<file path="src/mce_pkg.sv">
// ----------------------------------------------------------------------------
// Morse encoder package
// Symbol codes, the decoded sequence type and the Morse code table shared by
// the lookup stage, the serializer and the top level.
// ----------------------------------------------------------------------------
package mce_pkg;

    // Most results a single character can produce ('$': seven symbols plus a space).
    localparam int MaxResults = 8;
    localparam int CountW     = $clog2(MaxResults + 1);
    localparam int MaxSymbols = MaxResults - 1;
    localparam int SymLenW    = $clog2(MaxSymbols + 1);
    localparam int SymIdxW    = $clog2(MaxSymbols);

    localparam logic [7:0] AsciiDot   = 8'h2E;
    localparam logic [7:0] AsciiDash  = 8'h2D;
    localparam logic [7:0] AsciiSpace = 8'h20;
    localparam logic [7:0] AsciiSlash = 8'h2F;

    typedef enum logic [1:0] {
        SYM_DOT,
        SYM_DASH,
        SYM_SPACE,
        SYM_SLASH
    } sym_t;

    // A fully decoded character: number of results and the symbols in order,
    // first symbol in entry zero.
    typedef struct packed {
        logic [CountW-1:0]        count;
        sym_t [MaxResults-1:0]    syms;
    } seq_t;

    // Morse code of one character. Pattern bits: 1 is a dash, 0 is a dot,
    // the first symbol sits at bit len-1.
    typedef struct packed {
        logic                     valid;
        logic [SymLenW-1:0]       len;
        logic [MaxSymbols-1:0]    pat;
    } morse_t;

    // Status the serializer reports to the top level.
    typedef struct packed {
        logic busy;
        logic finishing;
    } ser_status_t;

    function automatic morse_t char_to_morse(input logic [7:0] ch);
        logic [7:0] up;
        morse_t     m;
        up = ch;
        if (ch >= "a" && ch <= "z") begin
            up = ch - 8'h20;
        end
        m = '{valid: 1'b1, len: '0, pat: '0};
        case (up)
            "A": begin m.len = 3'd2; m.pat = 7'b0000001; end
            "B": begin m.len = 3'd4; m.pat = 7'b0001000; end
            "C": begin m.len = 3'd4; m.pat = 7'b0001010; end
            "D": begin m.len = 3'd3; m.pat = 7'b0000100; end
            "E": begin m.len = 3'd1; m.pat = 7'b0000000; end
            "F": begin m.len = 3'd4; m.pat = 7'b0000010; end
            "G": begin m.len = 3'd3; m.pat = 7'b0000110; end
            "H": begin m.len = 3'd4; m.pat = 7'b0000000; end
            "I": begin m.len = 3'd2; m.pat = 7'b0000000; end
            "J": begin m.len = 3'd4; m.pat = 7'b0000111; end
            "K": begin m.len = 3'd3; m.pat = 7'b0000101; end
            "L": begin m.len = 3'd4; m.pat = 7'b0000100; end
            "M": begin m.len = 3'd2; m.pat = 7'b0000011; end
            "N": begin m.len = 3'd2; m.pat = 7'b0000010; end
            "O": begin m.len = 3'd3; m.pat = 7'b0000111; end
            "P": begin m.len = 3'd4; m.pat = 7'b0000110; end
            "Q": begin m.len = 3'd4; m.pat = 7'b0001101; end
            "R": begin m.len = 3'd3; m.pat = 7'b0000010; end
            "S": begin m.len = 3'd3; m.pat = 7'b0000000; end
            "T": begin m.len = 3'd1; m.pat = 7'b0000001; end
            "U": begin m.len = 3'd3; m.pat = 7'b0000001; end
            "V": begin m.len = 3'd4; m.pat = 7'b0000001; end
            "W": begin m.len = 3'd3; m.pat = 7'b0000011; end
            "X": begin m.len = 3'd4; m.pat = 7'b0001001; end
            "Y": begin m.len = 3'd4; m.pat = 7'b0001011; end
            "Z": begin m.len = 3'd4; m.pat = 7'b0001100; end
            "0": begin m.len = 3'd5; m.pat = 7'b0011111; end
            "1": begin m.len = 3'd5; m.pat = 7'b0001111; end
            "2": begin m.len = 3'd5; m.pat = 7'b0000111; end
            "3": begin m.len = 3'd5; m.pat = 7'b0000011; end
            "4": begin m.len = 3'd5; m.pat = 7'b0000001; end
            "5": begin m.len = 3'd5; m.pat = 7'b0000000; end
            "6": begin m.len = 3'd5; m.pat = 7'b0010000; end
            "7": begin m.len = 3'd5; m.pat = 7'b0011000; end
            "8": begin m.len = 3'd5; m.pat = 7'b0011100; end
            "9": begin m.len = 3'd5; m.pat = 7'b0011110; end
            ".": begin m.len = 3'd6; m.pat = 7'b0010101; end
            ",": begin m.len = 3'd6; m.pat = 7'b0110011; end
            "?": begin m.len = 3'd6; m.pat = 7'b0001100; end
            "!": begin m.len = 3'd6; m.pat = 7'b0101011; end
            "-": begin m.len = 3'd6; m.pat = 7'b0100001; end
            "/": begin m.len = 3'd5; m.pat = 7'b0010010; end
            "(": begin m.len = 3'd5; m.pat = 7'b0010110; end
            ")": begin m.len = 3'd6; m.pat = 7'b0101101; end
            "\"": begin m.len = 3'd6; m.pat = 7'b0010010; end
            "$": begin m.len = 3'd7; m.pat = 7'b0001001; end
            "@": begin m.len = 3'd6; m.pat = 7'b0011010; end
            default: begin m.valid = 1'b0; end
        endcase
        return m;
    endfunction

    function automatic logic [7:0] sym_to_ascii(input sym_t s);
        logic [7:0] c;
        unique case (s)
            SYM_DOT:   c = AsciiDot;
            SYM_DASH:  c = AsciiDash;
            SYM_SPACE: c = AsciiSpace;
            SYM_SLASH: c = AsciiSlash;
            default:   c = AsciiSpace;
        endcase
        return c;
    endfunction

endpackage

</file>
<file path="src/morse_character_encoder.sv">
// ----------------------------------------------------------------------------
// Morse character encoder
// Encodes ASCII characters into International Morse code symbols, one output
// symbol per transaction, with the final symbol of each character flagged.
// ----------------------------------------------------------------------------
//
//   Channel | Handshake            | Payload
//   --------+----------------------+------------------------------------
//   input   | in_valid / in_ready  | in_char (8 bits)
//   output  | out_valid / out_ready| out_char (8 bits), last (1 bit)
//
// A character produces from zero to eight output transactions, one per cycle
// while out_ready is high; the output serializer sets the rate at which the
// input accepts characters. Characters with no Morse code are consumed and
// produce nothing. Reset clears the holding stage and the serializer; no output
// is valid after it. A stall on the output holds the current symbol; the input
// keeps taking one further character into the holding stage meanwhile.
//
// Structure: the lookup decodes an accepted character straight into the
// holding register; the serializer loads from it when it is empty or when
// its final symbol is being taken, so symbols of consecutive characters
// flow without a gap.
module morse_character_encoder (
    input  logic       clk,
    input  logic       rst_n,
    input  logic       in_valid,
    output logic       in_ready,
    input  logic [7:0] in_char,
    output logic       out_valid,
    input  logic       out_ready,
    output logic [7:0] out_char,
    output logic       last
);
    import mce_pkg::*;

    seq_t        lookup_seq;
    seq_t        hold_seq_reg;
    seq_t        hold_seq_next;
    logic        hold_valid_reg;
    logic        hold_valid_next;
    logic        accept;
    logic        load;
    ser_status_t ser_status;

    mce_lookup u_lookup (
        .in_char (in_char),
        .seq     (lookup_seq)
    );

    // The serializer takes the held sequence when it is idle, or in the same
    // cycle its last symbol leaves, so the next character follows directly.
    assign load = hold_valid_reg &&
                  (!ser_status.busy || (ser_status.finishing && out_ready));

    // The holding stage frees up in the same cycle it hands its sequence on.
    assign in_ready = !hold_valid_reg || load;
    assign accept   = in_valid && in_ready;

    always_comb
    begin
        hold_valid_next = hold_valid_reg;
        hold_seq_next   = hold_seq_reg;
        if (accept)
        begin
            // Characters without a code leave nothing to send.
            hold_valid_next = (lookup_seq.count != '0);
            hold_seq_next   = lookup_seq;
        end
        else if (load)
        begin
            hold_valid_next = 1'b0;
        end
    end

    always_ff @(posedge clk or negedge rst_n)
    begin
        if (!rst_n)
        begin
            hold_valid_reg <= 1'b0;
        end
        else
        begin
            hold_valid_reg <= hold_valid_next;
        end
    end

    always_ff @(posedge clk)
    begin
        hold_seq_reg <= hold_seq_next;
    end

    mce_serializer u_serializer (
        .clk       (clk),
        .rst_n     (rst_n),
        .load      (load),
        .seq       (hold_seq_reg),
        .status    (ser_status),
        .out_valid (out_valid),
        .out_ready (out_ready),
        .out_char  (out_char),
        .last      (last)
    );

endmodule

</file>
<file path="src/mce_lookup.sv">
// ----------------------------------------------------------------------------
// Morse encoder lookup
// Turns one ASCII character into its full sequence of output symbols.
// ----------------------------------------------------------------------------
module mce_lookup (
    input  logic [7:0]    in_char,
    output mce_pkg::seq_t seq
);
    import mce_pkg::*;

    morse_t              code;
    logic [SymIdxW-1:0]  idx;

    assign code = char_to_morse(in_char);

    always_comb
    begin
        seq.count = '0;
        idx       = '0;
        for (int i = 0; i < MaxResults; i++)
        begin
            seq.syms[i] = SYM_SPACE;
        end
        if (in_char == AsciiSpace)
        begin
            // A word gap is written as space, slash, space.
            seq.count   = CountW'(3);
            seq.syms[1] = SYM_SLASH;
        end
        else if (code.valid)
        begin
            seq.count = CountW'(code.len) + CountW'(1);
            for (int i = 0; i < MaxSymbols; i++)
            begin
                if (SymLenW'(i) < code.len)
                begin
                    idx         = SymIdxW'(code.len - SymLenW'(i) - SymLenW'(1));
                    seq.syms[i] = code.pat[idx] ? SYM_DASH : SYM_DOT;
                end
            end
        end
    end

endmodule

</file>
<file path="src/mce_serializer.sv">
// ----------------------------------------------------------------------------
// Morse encoder serializer
// Holds one decoded sequence and presents its symbols one per transaction.
// ----------------------------------------------------------------------------
module mce_serializer (
    input  logic                clk,
    input  logic                rst_n,
    input  logic                load,
    input  mce_pkg::seq_t       seq,
    output mce_pkg::ser_status_t status,
    output logic                out_valid,
    input  logic                out_ready,
    output logic [7:0]          out_char,
    output logic                last
);
    import mce_pkg::*;

    logic [CountW-1:0]      count_reg;
    logic [CountW-1:0]      count_next;
    sym_t [MaxResults-1:0]  syms_reg;
    sym_t [MaxResults-1:0]  syms_next;
    logic                   advance;

    assign out_valid = (count_reg != '0);
    assign last      = (count_reg == CountW'(1));
    assign out_char  = sym_to_ascii(syms_reg[0]);
    assign advance   = out_valid && out_ready;

    assign status.busy      = out_valid;
    assign status.finishing = last;

    always_comb
    begin
        count_next = count_reg;
        syms_next  = syms_reg;
        if (load)
        begin
            count_next = seq.count;
            syms_next  = seq.syms;
        end
        else if (advance)
        begin
            count_next = count_reg - CountW'(1);
            for (int i = 0; i < MaxResults - 1; i++)
            begin
                syms_next[i] = syms_reg[i + 1];
            end
            syms_next[MaxResults-1] = SYM_SPACE;
        end
    end

    always_ff @(posedge clk or negedge rst_n)
    begin
        if (!rst_n)
        begin
            count_reg <= '0;
        end
        else
        begin
            count_reg <= count_next;
        end
    end

    always_ff @(posedge clk)
    begin
        syms_reg <= syms_next;
    end

endmodule

</file>
<file path="config.mk">
export PLATFORM = sky130hd
export DESIGN_NAME = morse_character_encoder
export DESIGN_NICKNAME = d
export VERILOG_FILES = /design/src/mce_pkg.sv /design/src/morse_character_encoder.sv /design/src/mce_lookup.sv /design/src/mce_serializer.sv
export SDC_FILE = /design/constraint.sdc
export NUM_CORES = 1
export LEC_CHECK = 0
export ABC_AREA = 1
export BUFFER_PORTS_ARGS = -buffer_cell sky130_fd_sc_hd__buf_2
export CAP_MARGIN = 40
export CORE_MARGIN = 2
export CORE_UTILIZATION = 55
export CTS_BUF_LIST = sky130_fd_sc_hd__clkbuf_2
export DETAILED_ROUTE_END_ITERATION = 16
export PLACE_DENSITY = 0.82
export SLEW_MARGIN = 30
export SYNTH_ARGS = -nofsm -noshare
export SYNTH_HDL_FRONTEND = slang
export SYNTH_SLANG_ARGS = --single-unit
</file>
<file path="constraint.sdc">
create_clock -name clk -period 2.71 [get_ports clk]
set_input_delay 0.1355 -clock clk [delete_from_list [all_inputs] [get_ports clk]]
set_output_delay 0.1355 -clock clk [all_outputs]
set_load 0.05 [all_outputs]
</file>
* After elaboration in Yosys (flattened, before gate mapping)
Cells that the tools add are included.
** Word-level totals
- Register bits after elaboration :: 37
- Output and inout port bits :: 11
- ROM bits :: 0
- Bits in latches :: 0
- Memory bits (writable) :: 0
- Memories :: 0
** Cells by class
- Magnitude comparators :: 16
- Div/mod/pow operators :: 0
- Shift-type cells :: 0
- Reductions and logical operators :: 22
- Equal/unequal tests :: 52
- Add/subtract/negate cells :: 15
- Multipliers :: 0
- Mux-type cells :: 36
- Bitwise gates (word level) :: 8
** Operators with widths (number)
- $pmux 10 s47 :: 1
- $eq 8x7->1 const B :: 27
- $eq 8x6->1 const B :: 21
- $reduce_or 47->1 :: 1
- $pmux 8 s4 :: 1
- $lt 3x4->1 const B :: 7
- $mux 14 :: 2
- $bmux 1 s3 :: 7
- $reduce_or 3->1 :: 7
- $sub 3x1->3 const B :: 7
- $mux 1 :: 18
- $mux 4 :: 4
- $lt 3x3->1 const A :: 3
- $sub 3x3->3 const B :: 3
- $ge 8x7->1 const B :: 1
- $le 8x7->1 const B :: 1
- $mux 8 :: 1
- $not 1->1 :: 8
- $reduce_bool 4->1 :: 2
- $sub 8x6->8 const B :: 1
- $lt 1x3->1 const A :: 2
- $lt 2x3->1 const A :: 2
- $sub 3x2->3 const B :: 2
- $logic_and 1x1->1 :: 5
- 11 further kinds :: 15

* Longest topological paths before layout
Gate-level depths: netlist of run 1.
- Depth after elaboration :: 12
- Mapped depth :: 26

* Cells and area by module
Synthesis of run 1 repeated with hierarchy kept, for this count alone.
** Second synthesis, totals
- Cell total of the unflattened synthesis :: 511
- Area, all modules :: 3633.5 um^2
** Modules (own cells, without submodules)
- mce_lookup :: seq. area each 0.0 um^2, area each 1861.8 um^2, times used 1, cells each 352
- mce_serializer :: seq. area each 580.6 um^2, area each 1096.1 um^2, times used 1, cells each 128
- morse_character_encoder :: seq. area each 625.6 um^2, area each 675.6 um^2, times used 1, cells each 31

* Worst setup path after synthesis of run 1
Ideal clock, no wire load.
- Path type :: register to register
- Start point :: register u_serializer.count_reg[1]
- End point :: register hold_seq_reg[0] (netlist bit) (enable)
- Data arrival time :: 2905 ps
- Path slack :: -568 ps
- Setup time :: 373 ps
- Cell stages (with the launch flop) :: 10
- Period minus slack after synthesis :: 3278 ps
- Buffers on the path :: 0
- Required time :: 2337 ps
- Path through :: dfrtp_1 inv_1 ha_1 nor3b_1 nand2_1 nand2_1 inv_1 nand2_1 nand2_1 inv_1
** On the way
- Longest elaborated chain between the ends :: 6
- Elaborated cells between the ends (all ways) :: 8
** RTL lines
- start, declared :: line mce_serializer.sv:18 : logic [CountW-1:0] count_reg;
- start signal, assigned :: line mce_serializer.sv:60 : count_reg <= count_next;
- $eq 4x1->1 :: line mce_serializer.sv:25 : assign last = (count_reg == CountW'(1));
- via last :: line morse_character_encoder.sv:32 : output logic last
- $logic_and 1x1->1 :: line morse_character_encoder.sv:53 : (!ser_status.busy || (ser_status.finishing && out_ready));
- $logic_or 1x1->1 :: line morse_character_encoder.sv:53
- $logic_and 1x1->1 :: line morse_character_encoder.sv:52 : assign load = hold_valid_reg &&
- $logic_or 1x1->1 :: line morse_character_encoder.sv:56 : assign in_ready = !hold_valid_reg || load;
- via in_ready :: line morse_character_encoder.sv:27 : output logic in_ready,
- $logic_and 1x1->1 :: line morse_character_encoder.sv:57 : assign accept = in_valid && in_ready;
- via accept :: line morse_character_encoder.sv:41 : logic accept;
- end signal, assigned :: line morse_character_encoder.sv:89 : hold_seq_reg <= hold_seq_next;
- end, declared :: line morse_character_encoder.sv:37 : seq_t hold_seq_reg;
The timed path passes the listed nets, and every way through them passes these cells.
A chain may end at the register's enable or synchronous reset.

* Worst setup path in the final report of run 1
- Start point :: input port in_char[1]
- End point :: register hold_seq_reg[12] (netlist bit), data pin
** On the way
- Longest elaborated chain between the ends :: 10
- Elaborated cells between the ends (all ways) :: 65
** RTL lines
- start, declared :: line morse_character_encoder.sv:28 : input logic [7:0] in_char,
- $ge 8x7->1 / $le 8x7->1 (equally long branches) :: line mce_pkg.sv:52 : if (ch >= "a" && ch <= "z") begin
- $logic_and 1x1->1 :: line mce_pkg.sv:52
- $mux 8 :: line mce_pkg.sv:52
- $eq 8x7->1 / $eq 8x6->1 (equally long branches) :: line mce_pkg.sv:56 : case (up)
- $pmux 10 s47 :: line mce_pkg.sv:56
- $sub 3x3->3 :: line mce_lookup.sv:37 : idx = SymIdxW'(code.len - SymLenW'(i) - SymLenW'(1));
- $sub 3x1->3 :: line mce_lookup.sv:37
- $bmux 1 s3 :: line mce_lookup.sv:38 : seq.syms[i] = code.pat[idx] ? SYM_DASH : SYM_DOT;
- $mux 1 (implied by the code) :: line mce_lookup.sv:38
- $mux 1 :: line mce_lookup.sv:38
Parallel ways exist; a longest one is shown, timed or not. The select of a mux whose other input is x is not followed.

==> metrics.txt, run 1 <==
# TYPE chip_impl_metric gauge
chip_impl_info{name="run_status",value="completed"} 1
chip_impl_metric{name="power.clock.fraction",unit="%"} 14.8
chip_impl_info{name="tritoncts",value="built"} 1
chip_impl_metric{name="gp_congestion",unit=""} 1.07
chip_impl_metric{name="core_area",unit="um^2"} 5470
chip_impl_metric{name="floorplan.initialDensity",unit="%"} 56.7
chip_impl_metric{name="route.final.wire_length",unit="mm"} 7.55
chip_impl_metric{name="cts.reportedPaths.clkPinSlew",unit="ns"} 0.17
chip_impl_metric{name="synthesis.area_per_instance",unit="um^2"} 7.12
chip_impl_metric{name="io-pin-count",unit=""} 23
chip_impl_metric{name="die_area",unit="um^2"} 6260
chip_impl_metric{name="multiInputGateArea",unit="um^2"} 1720
chip_impl_metric{name="post_cts_resize_count",unit=""} 0
chip_impl_metric{name="sequential_area_share_after_synthesis",unit="%"} 35.0
chip_impl_info{name="startpoint_of_the_most_critical_register_to_register_path",value="u_serializer.count_reg[1]"} 1
chip_impl_metric{name="count_of_routing_violations_after_the_opening_detailed_route_iteration",unit=""} 206
chip_impl_metric{name="cellInternalPower",unit="mW"} 1.27
chip_impl_metric{name="portBuffers",unit=""} 18
chip_impl_metric{name="nets",unit=""} 507
chip_impl_metric{name="layout_worst_path_cycle_share",unit="%"} 91.4
chip_impl_metric{name="path_buf_inv",unit=""} 5
chip_impl_metric{name="cts_made_buffers",unit=""} 5
chip_impl_metric{name="clock_tree.buffer_depth",unit=""} 2
chip_impl_metric{name="clk_latency",unit="ns"} 0.37
chip_impl_metric{name="critical_path_peak_fanout",unit=""} 13
chip_impl_metric{name="grt_overflow",unit=""} 0
chip_impl_metric{name="power_frac_seq",unit="%"} 41.4
chip_impl_metric{name="switching_fraction",unit="%"} 42.5
chip_impl_metric{name="syn-instance-count",unit=""} 436
chip_impl_metric{name="detailedRoute.firstPassIterationCount",unit=""} 6
chip_impl_info{name="worst-setup-path-type",value="in2reg"} 1
chip_impl_metric{name="mapped_cell_area",unit="um^2"} 3100
chip_impl_metric{name="antenna-diode-count",unit=""} 0
chip_impl_metric{name="period_needed",unit="ns"} 2.48
chip_impl_metric{name="preCtsSetupSlack",unit="ns"} -0.0883
chip_impl_metric{name="die_height",unit="um"} 79.1
chip_impl_metric{name="grt_util_all_layers",unit="%"} 25.7
chip_impl_metric{name="post-dp-hpwl",unit="mm"} 6.08
chip_impl_metric{name="reg2regPathDepth",unit=""} 9
chip_impl_metric{name="count_of_unique_library_cells_instantiated_by_yosys",unit=""} 38
chip_impl_metric{name="grt_start_max_net_pins",unit=""} 23
chip_impl_metric{name="cp_data_arrival_time",unit="ns"} 2.62
chip_impl_metric{name="hold_violations",unit=""} 0
chip_impl_metric{name="share_comb_of_total_power",unit="%"} 43.7
chip_impl_metric{name="fillers",unit=""} 489
chip_impl_metric{name="irDropWorstVdd",unit="mV"} 0.653
chip_impl_info{name="cp_cell_sequence",value="buf_2, inv_2, nor2_2, nand2_2, nand2_2, nand3_2, nand2_2, inv_2, nor2_1, nand2_2, inv_2, nand2_1, nand2_1, nor2_1, nand2_1, nor2_1, ha_1, inv_1, nand3_1, a21oi_1, nor2_1"} 1
chip_impl_metric{name="area_growth_syn_to_fin",unit="%"} 12.9
chip_impl_metric{name="layoutNonFillerInstCount",unit=""} 553
chip_impl_metric{name="final.setup_skew",unit="ns"} 0.0237
chip_impl_info{name="cts_root_buffer",value="clkbuf_2"} 1
chip_impl_metric{name="timing.max_slew.rel_slack",unit="%"} 52.3
chip_impl_metric{name="max-cap-violations",unit=""} 0
chip_impl_metric{name="ys_seq_elements",unit=""} 37
chip_impl_metric{name="final_max_slew_viol_count",unit=""} 0
chip_impl_metric{name="critical-path-max-stage-delay",unit="ns"} 0.35
chip_impl_metric{name="ff2ff_setup_slack",unit="ns"} 0.62
chip_impl_info{name="critical_path.reg2reg.endpoint",value="u_serializer.syms_reg[13]"} 1
chip_impl_metric{name="first_global_vias",unit=""} 2941
chip_impl_info{name="critical-path-top-delay-family",value="simple AND/OR/NAND/NOR gates"} 1
chip_impl_metric{name="worst_ep_required_time",unit="ns"} 2.85
chip_impl_metric{name="synth.yosys.warnings",unit=""} 0
chip_impl_metric{name="postRouteAntennaNets",unit=""} 0
chip_impl_metric{name="routed-via-count",unit=""} 2977
chip_impl_info{name="rsz0062_at_grt",value="no"} 1
chip_impl_metric{name="viasPerCell",unit=""} 5.38
chip_impl_metric{name="layout_setup_ws",unit="ns"} 0.234
chip_impl_metric{name="finalSetupViolCount",unit=""} 0
chip_impl_metric{name="grt_pass1_wl",unit="mm"} 12.8
chip_impl_info{name="hp-class",value="in2async"} 1
chip_impl_metric{name="floorplan.die.width",unit="um"} 79.1
chip_impl_metric{name="post_route_cells_drive_above_1_share",unit="%"} 20.4
chip_impl_metric{name="avgRoutedWirePerCell",unit="um"} 13.7
chip_impl_info{name="category_of_the_worst_setup_path_launch_point",value="primary input"} 1
chip_impl_metric{name="clock_tree.htree_level_count",unit=""} 2
chip_impl_metric{name="number_of_clock_sinks_seen_by_cts",unit=""} 37
chip_impl_metric{name="largest_reg_flops",unit=""} 18
chip_impl_metric{name="p_switching",unit="mW"} 0.941
chip_impl_metric{name="row_count",unit=""} 27
chip_impl_metric{name="max_freq",unit="MHz"} 404
chip_impl_metric{name="power_density",unit="nW/um^2"} 631
chip_impl_metric{name="grt_antenna_before_repair",unit=""} 0
chip_impl_metric{name="total_leakage_power",unit="nW"} 1.80
chip_impl_metric{name="worst_pin_slew",unit="ns"} 0.709
chip_impl_info{name="cp-end-kind",value="register"} 1
chip_impl_metric{name="post-place-cells",unit=""} 543
chip_impl_info{name="crit_slowest_cell",value="ha_1"} 1
chip_impl_metric{name="detail_route.drc_violations",unit=""} 0
chip_impl_metric{name="regArea",unit="um^2"} 1090
[metal layers]
metal	GRT usage, %	vias up	routed length, um
met5	0	-	0
met4	14.0	0	293
met3	3.41	24	366
met2	48.0	105	3930
met1	28.0	1360	2960
li1	-	1488	-
[per-stage QoR]
step           total power [mW]  utilization, %  instance area, um^2  hold WS (ns)  TNS, ns
2_1_floorplan              1.65               -                 3120        -0.160        0
3_3_place_gp               1.84            62.5                 3420       -0.0467        0
3_5_place_dp               1.89            62.5                 3420       -0.0425   -0.273
4_1_cts                    2.22            64.1                 3510        0.0610        0
5_1_grt                    2.37            64.1                 3510        0.0631        0
6_report                   2.21            64.1                 3510        0.0976        0
[power by group through the flow]
stage               clock network [mW]  logic (mW)  registers, mW
finish                           0.328       0.968          0.917
global route                     0.360        1.08          0.933
CTS                              0.334       0.968          0.917
detailed placement                   0       0.957          0.931
global placement                     0       0.916          0.921
floorplan                            0       0.747          0.908
[cell usage in the layout, fill, tap and decap left out, types with 8 or more instances in the layout]
cell	synthesis	routed
nor2_2	9	9
buf_2	1	18
nand3_1	41	41
nor2_1	53	53
nand2_2	9	9
inv_1	54	54
inv_2	8	8
edfxtp_1	32	32
ha_1	15	15
o21ai_0	12	12
nand2_1	129	129
buf_4	6	27
[cells in the mapped netlist, drive strengths merged]
| cell type | count | area, um^2 |
|---|---|---|
| edfxtp | 32 | 961 |
| or2 | 2 | 12.5 |
| a21oi | 7 | 35.0 |
| o211ai | 7 | 52.6 |
| nor3 | 1 | 5.00 |
| o21ai | 15 | 78.8 |
| a211oi | 1 | 7.51 |
| a32oi | 1 | 8.76 |
| nand2 | 139 | 552 |
| nor3b | 3 | 22.5 |
| ha | 15 | 188 |
| dfrtp | 5 | 125 |
| nand3 | 48 | 283 |
| nor2 | 69 | 334 |
| o41ai | 1 | 8.76 |
| conb | 2 | 7.51 |
| xor2 | 2 | 25.0 |
| nand3b | 1 | 7.51 |
| nand4 | 7 | 43.8 |
| and2 | 1 | 8.76 |
| a31oi | 1 | 6.26 |
| o31ai | 2 | 15.0 |
| inv | 62 | 233 |
| clkbuf | 3 | 11.3 |
| buf | 9 | 72.6 |
[timing repair]
item                      in CTS  in global routing
setup buffers                  0                  0
hold buffers                   2                  0
hold endpoints to repair       6                  0
[logic make-up (layout without fill, tap and decap cells)]
| family | after synthesis | after routing | synth area share, % |
|---|---|---|---|
| buffers and inverters | 74 | 117 | 10.2 |
| XOR/XNOR | 2 | 2 | 0.806 |
| AND/OR/NAND/NOR | 271 | 271 | 40.9 |
| other | 2 | 4 | 0.242 |
| flip-flops | 37 | 37 | 35.0 |
| AO/OA/AOI/OAI | 35 | 35 | 6.85 |
| adder cells (fa/ha/maj) | 15 | 15 | 6.05 |
[worst max path at each step]
stage,start,to,slack (ns),depth (start not counted)
detailed placement,in_char[1],hold_seq_reg[12],-0.09,21
floorplan,u_serializer.count_reg[0],u_serializer.count_reg[2],0.06,6
finish,in_char[1],hold_seq_reg[12],0.23,21
global placement,in_char[1],hold_seq_reg[0],0.02,21
global route,in_char[1],hold_seq_reg[12],0.08,21
CTS,in_char[1],hold_seq_reg[12],0.32,21
[cell type report]
class                           count  area share, %
Clock buffer                        6          0.857
Multi-Input combinational cell    327           49.1
Clock inverter                      2          0.964
Timing Repair Buffer               47           8.92
Sequential cell                    37           31.0
Tap cell                           72           2.57
Inverter                           62           6.64
Note: power is estimated with default switching activity, not from simulation.
==> run 2, diff against run 1 <==
--- a/config.mk
+++ b/config.mk
@@ -8,11 +8,14 @@
 export ABC_AREA = 1
 export BUFFER_PORTS_ARGS = -buffer_cell sky130_fd_sc_hd__buf_2
 export CAP_MARGIN = 40
+export CELL_PAD_IN_SITES_DETAIL_PLACEMENT = 2
+export CELL_PAD_IN_SITES_GLOBAL_PLACEMENT = 2
 export CORE_MARGIN = 2
-export CORE_UTILIZATION = 55
+export CORE_UTILIZATION = 32
 export CTS_BUF_LIST = sky130_fd_sc_hd__clkbuf_2
 export DETAILED_ROUTE_END_ITERATION = 16
-export PLACE_DENSITY = 0.82
+export PLACE_DENSITY = 0.86
+export REMOVE_ABC_BUFFERS = 1
 export SLEW_MARGIN = 30
 export SYNTH_ARGS = -nofsm -noshare
 export SYNTH_HDL_FRONTEND = slang
==> constraint.sdc (replaced) <==
create_clock -name clk -period 2 [get_ports clk]
set_input_delay 0.1 -clock clk [delete_from_list [all_inputs] [get_ports clk]]
set_output_delay 0.1 -clock clk [all_outputs]
set_load 0.05 [all_outputs]
==> run 2 against run 1 <==
  * The run now ends with setup timing left
  * Utilization fell by 10 points
  * Via count increased by 30%
  * Global-route usage increased by 8.4 points
  * Cell count rose by 25%
  * Highest routed layer unchanged
  * First-iteration DRC count increased by 23%
  * Largest power group unchanged
  * Routed wire length grew to 2.8 times the previous value
==> metrics.txt, run 2 (same netlist as run 1, synthesis figures left out) <==
# TYPE chip_impl_metric gauge
chip_impl_metric{name="post_route_cells_drive_above_1_share",unit="%"} 52.3
chip_impl_metric{name="routed-via-count",unit=""} 3883
chip_impl_metric{name="wire_length_on_met2",unit="mm"} 10.4
chip_impl_metric{name="final_max_slew_viol_count",unit=""} 0
chip_impl_metric{name="post-dp-hpwl",unit="mm"} 11.4
chip_impl_metric{name="floorplan.die.width",unit="um"} 102
chip_impl_metric{name="grt_pass1_wl",unit="mm"} 26.0
chip_impl_metric{name="floorplan.initialDensity",unit="%"} 33.3
chip_impl_metric{name="power_density",unit="nW/um^2"} 739
chip_impl_metric{name="route.final.wire_length",unit="mm"} 20.9
chip_impl_metric{name="final_total_power",unit="mW"} 3.70
chip_impl_info{name="final_common_cell",value="nand2_1"} 1
chip_impl_metric{name="count_of_routing_violations_after_the_opening_detailed_route_iteration",unit=""} 253
chip_impl_metric{name="grt_antenna_before_repair",unit=""} 1
chip_impl_metric{name="largest_reg_flops",unit=""} 18
chip_impl_metric{name="wl_met3",unit="mm"} 1.25
chip_impl_metric{name="die_height",unit="um"} 102
chip_impl_metric{name="max_freq",unit="MHz"} 384
chip_impl_metric{name="area_growth_syn_to_fin",unit="%"} 61.3
chip_impl_metric{name="post-route-util",unit="%"} 53.7
chip_impl_info{name="failed_checks",value="setup timing"} 1
chip_impl_metric{name="die_area",unit="um^2"} 10500
chip_impl_metric{name="timing.max_slew.rel_slack",unit="%"} 42.8
chip_impl_metric{name="cts.reportedPaths.clkPinSlew",unit="ns"} 0.20
chip_impl_metric{name="period_needed",unit="ns"} 2.60
chip_impl_metric{name="clock_tree.htree_level_count",unit=""} 2
chip_impl_metric{name="portBuffers",unit=""} 18
chip_impl_metric{name="postRouteAntennaNets",unit=""} 0
chip_impl_metric{name="whs",unit="ns"} 0.0551
chip_impl_metric{name="core_area",unit="um^2"} 9330
chip_impl_metric{name="number_of_clock_sinks_seen_by_cts",unit=""} 37
chip_impl_info{name="category_of_the_worst_setup_path_launch_point",value="primary input"} 1
chip_impl_metric{name="clk_latency",unit="ns"} 0.42
chip_impl_metric{name="gp_congestion",unit=""} 0.916
chip_impl_metric{name="critical_path_peak_fanout",unit=""} 5
chip_impl_metric{name="fin_tns_setup",unit="ns"} -6.95
chip_impl_metric{name="final_design_area_no_fill",unit="um^2"} 5010
chip_impl_metric{name="nets",unit=""} 590
chip_impl_metric{name="io-pin-count",unit=""} 23
chip_impl_metric{name="row_count",unit=""} 35
chip_impl_metric{name="grt_overflow",unit=""} 0
chip_impl_metric{name="layout_worst_path_cycle_share",unit="%"} 130
chip_impl_info{name="rsz0062_at_grt",value="yes"} 1
chip_impl_metric{name="reg2regPathDepth",unit=""} 10
chip_impl_metric{name="worst_ep_required_time",unit="ns"} 2.18
chip_impl_metric{name="cts_made_buffers",unit=""} 5
chip_impl_metric{name="total_leakage_power",unit="nW"} 2.35
chip_impl_metric{name="final.setup_skew",unit="ns"} 0.0432
chip_impl_metric{name="clock_tree.buffer_depth",unit=""} 2
chip_impl_metric{name="viasPerCell",unit=""} 5.60
chip_impl_metric{name="detailedRoute.firstPassIterationCount",unit=""} 4
chip_impl_metric{name="first_global_vias",unit=""} 4295
chip_impl_info{name="worst-setup-path-type",value="in2reg"} 1
chip_impl_metric{name="hold_violations",unit=""} 0
chip_impl_info{name="hp-class",value="in2async"} 1
chip_impl_metric{name="finalSetupViolCount",unit=""} 20
chip_impl_metric{name="dpl-instance-area",unit="um^2"} 3980
chip_impl_metric{name="max-cap-violations",unit=""} 0
chip_impl_info{name="tritoncts",value="built"} 1
chip_impl_metric{name="detail_route.drc_violations",unit=""} 0
chip_impl_info{name="startpoint_of_the_most_critical_register_to_register_path",value="u_serializer.count_reg[0]"} 1
chip_impl_metric{name="cp_data_arrival_time",unit="ns"} 2.78
chip_impl_metric{name="wl_met1",unit="mm"} 7.03
chip_impl_metric{name="irDropWorstVdd",unit="mV"} 0.380
chip_impl_metric{name="grt_start_max_net_pins",unit=""} 23
chip_impl_info{name="run_status",value="finished, violations left"} 1
chip_impl_metric{name="fillers",unit=""} 1008
chip_impl_info{name="cts_root_buffer",value="clkbuf_2"} 1
chip_impl_info{name="highest_layer",value="met4"} 1
chip_impl_metric{name="layout_setup_ws",unit="ns"} -0.601
chip_impl_info{name="layout_common_cells",value="nand2_1, buf_4, inv_1"} 1
chip_impl_metric{name="worst_pin_slew",unit="ns"} 0.846
chip_impl_metric{name="grt_util_all_layers",unit="%"} 34.1
chip_impl_metric{name="ff2ff_setup_slack",unit="ns"} -0.03
chip_impl_metric{name="avgRoutedWirePerCell",unit="um"} 30.1
chip_impl_info{name="cp-end-kind",value="register"} 1
chip_impl_info{name="critical_path.reg2reg.endpoint",value="u_serializer.syms_reg[8]"} 1
-- run 2: worst max-delay path by stage --
stage	from	to	slack, ns	cells past startpoint
6_report	in_char[2]	hold_seq_reg[2]	-0.60	21
5_1_grt	in_char[2]	hold_seq_reg[2]	-0.64	22
4_1_cts	in_char[3]	hold_seq_reg[8]	-0.22	23
3_5_place_dp	in_char[1]	hold_seq_reg[4]	-1.10	21
3_3_place_gp	in_char[5]	hold_seq_reg[12]	-0.88	20
2_1_floorplan	u_serializer.count_reg[1]	u_serializer.syms_reg[13]	-1.52	9
-- run 2: cell type report --
| class | count | area, um^2 | area share [%] |
|---|---|---|---|
| flip-flops and latches | 37 | 1090 | 21.7 |
| multi-input cells | 327 | 2330 | 46.6 |
| well taps | 129 | 161 | 3.22 |
| inverters | 62 | 258 | 5.15 |
| repair inverters | 1 | 6.26 | 0.125 |
| diodes | 1 | 2.50 | 0.0500 |
| clock buffers | 5 | 25.0 | 0.500 |
| repair buffers | 129 | 1120 | 22.4 |
| clock inverters | 3 | 12.5 | 0.250 |
-- run 2: critical path, cell delays in order --
cell and delay (ns):
buf_12 0.12, nor2_4 0.23, nand2_4 0.10, nand2_4 0.11, nand4_1 0.11, nand2_2 0.14
nor2_4 0.09, clkbuf_16 0.17, nand3_2 0.09, nand2_4 0.09, nor2_4 0.14, buf_4 0.11
inv_1 0.06, nor2_1 0.29, nand3_1 0.21, nand2_1 0.15, nand3_1 0.13, nand2_2 0.12
nand2_1 0.08, nand2_1 0.09, nand2_1 0.06
-- run 2: what timing repair did --
action,4_1_cts,5_1_grt
cloned,1,1
hold buffers,2,0
setup buffers,10,10
hold endpoints to repair,6,0
setup endpoints to repair,35,54
pin swaps,29,46
gates resized for setup,91,121
-- run 2: report_power, final --
| part | switching (mW) | internal (mW) | total, mW | leakage (nW) |
|---|---|---|---|---|
| Combinational | 1.40 | 0.639 | 2.04 | 1.98 |
| Sequential | 0.170 | 1.14 | 1.31 | 0.348 |
| Clock | 0.277 | 0.0767 | 0.353 | 0.0278 |
-- run 2: stage by stage --
step / instances / setup slack, ns
finish: 694 / -0.601
global route: 693 / -0.641
CTS: 682 / -0.216
detailed placement: 661 / -1.10
global placement: 661 / -0.877
floorplan: 426 / -1.52
-- run 2: per-layer routing --
metal	vias to the layer above	GRT usage [%]
met5	-	0
met4	0	23.3
met3	130	3.05
met2	201	66.1
met1	1895	34.2
li1	1657	-
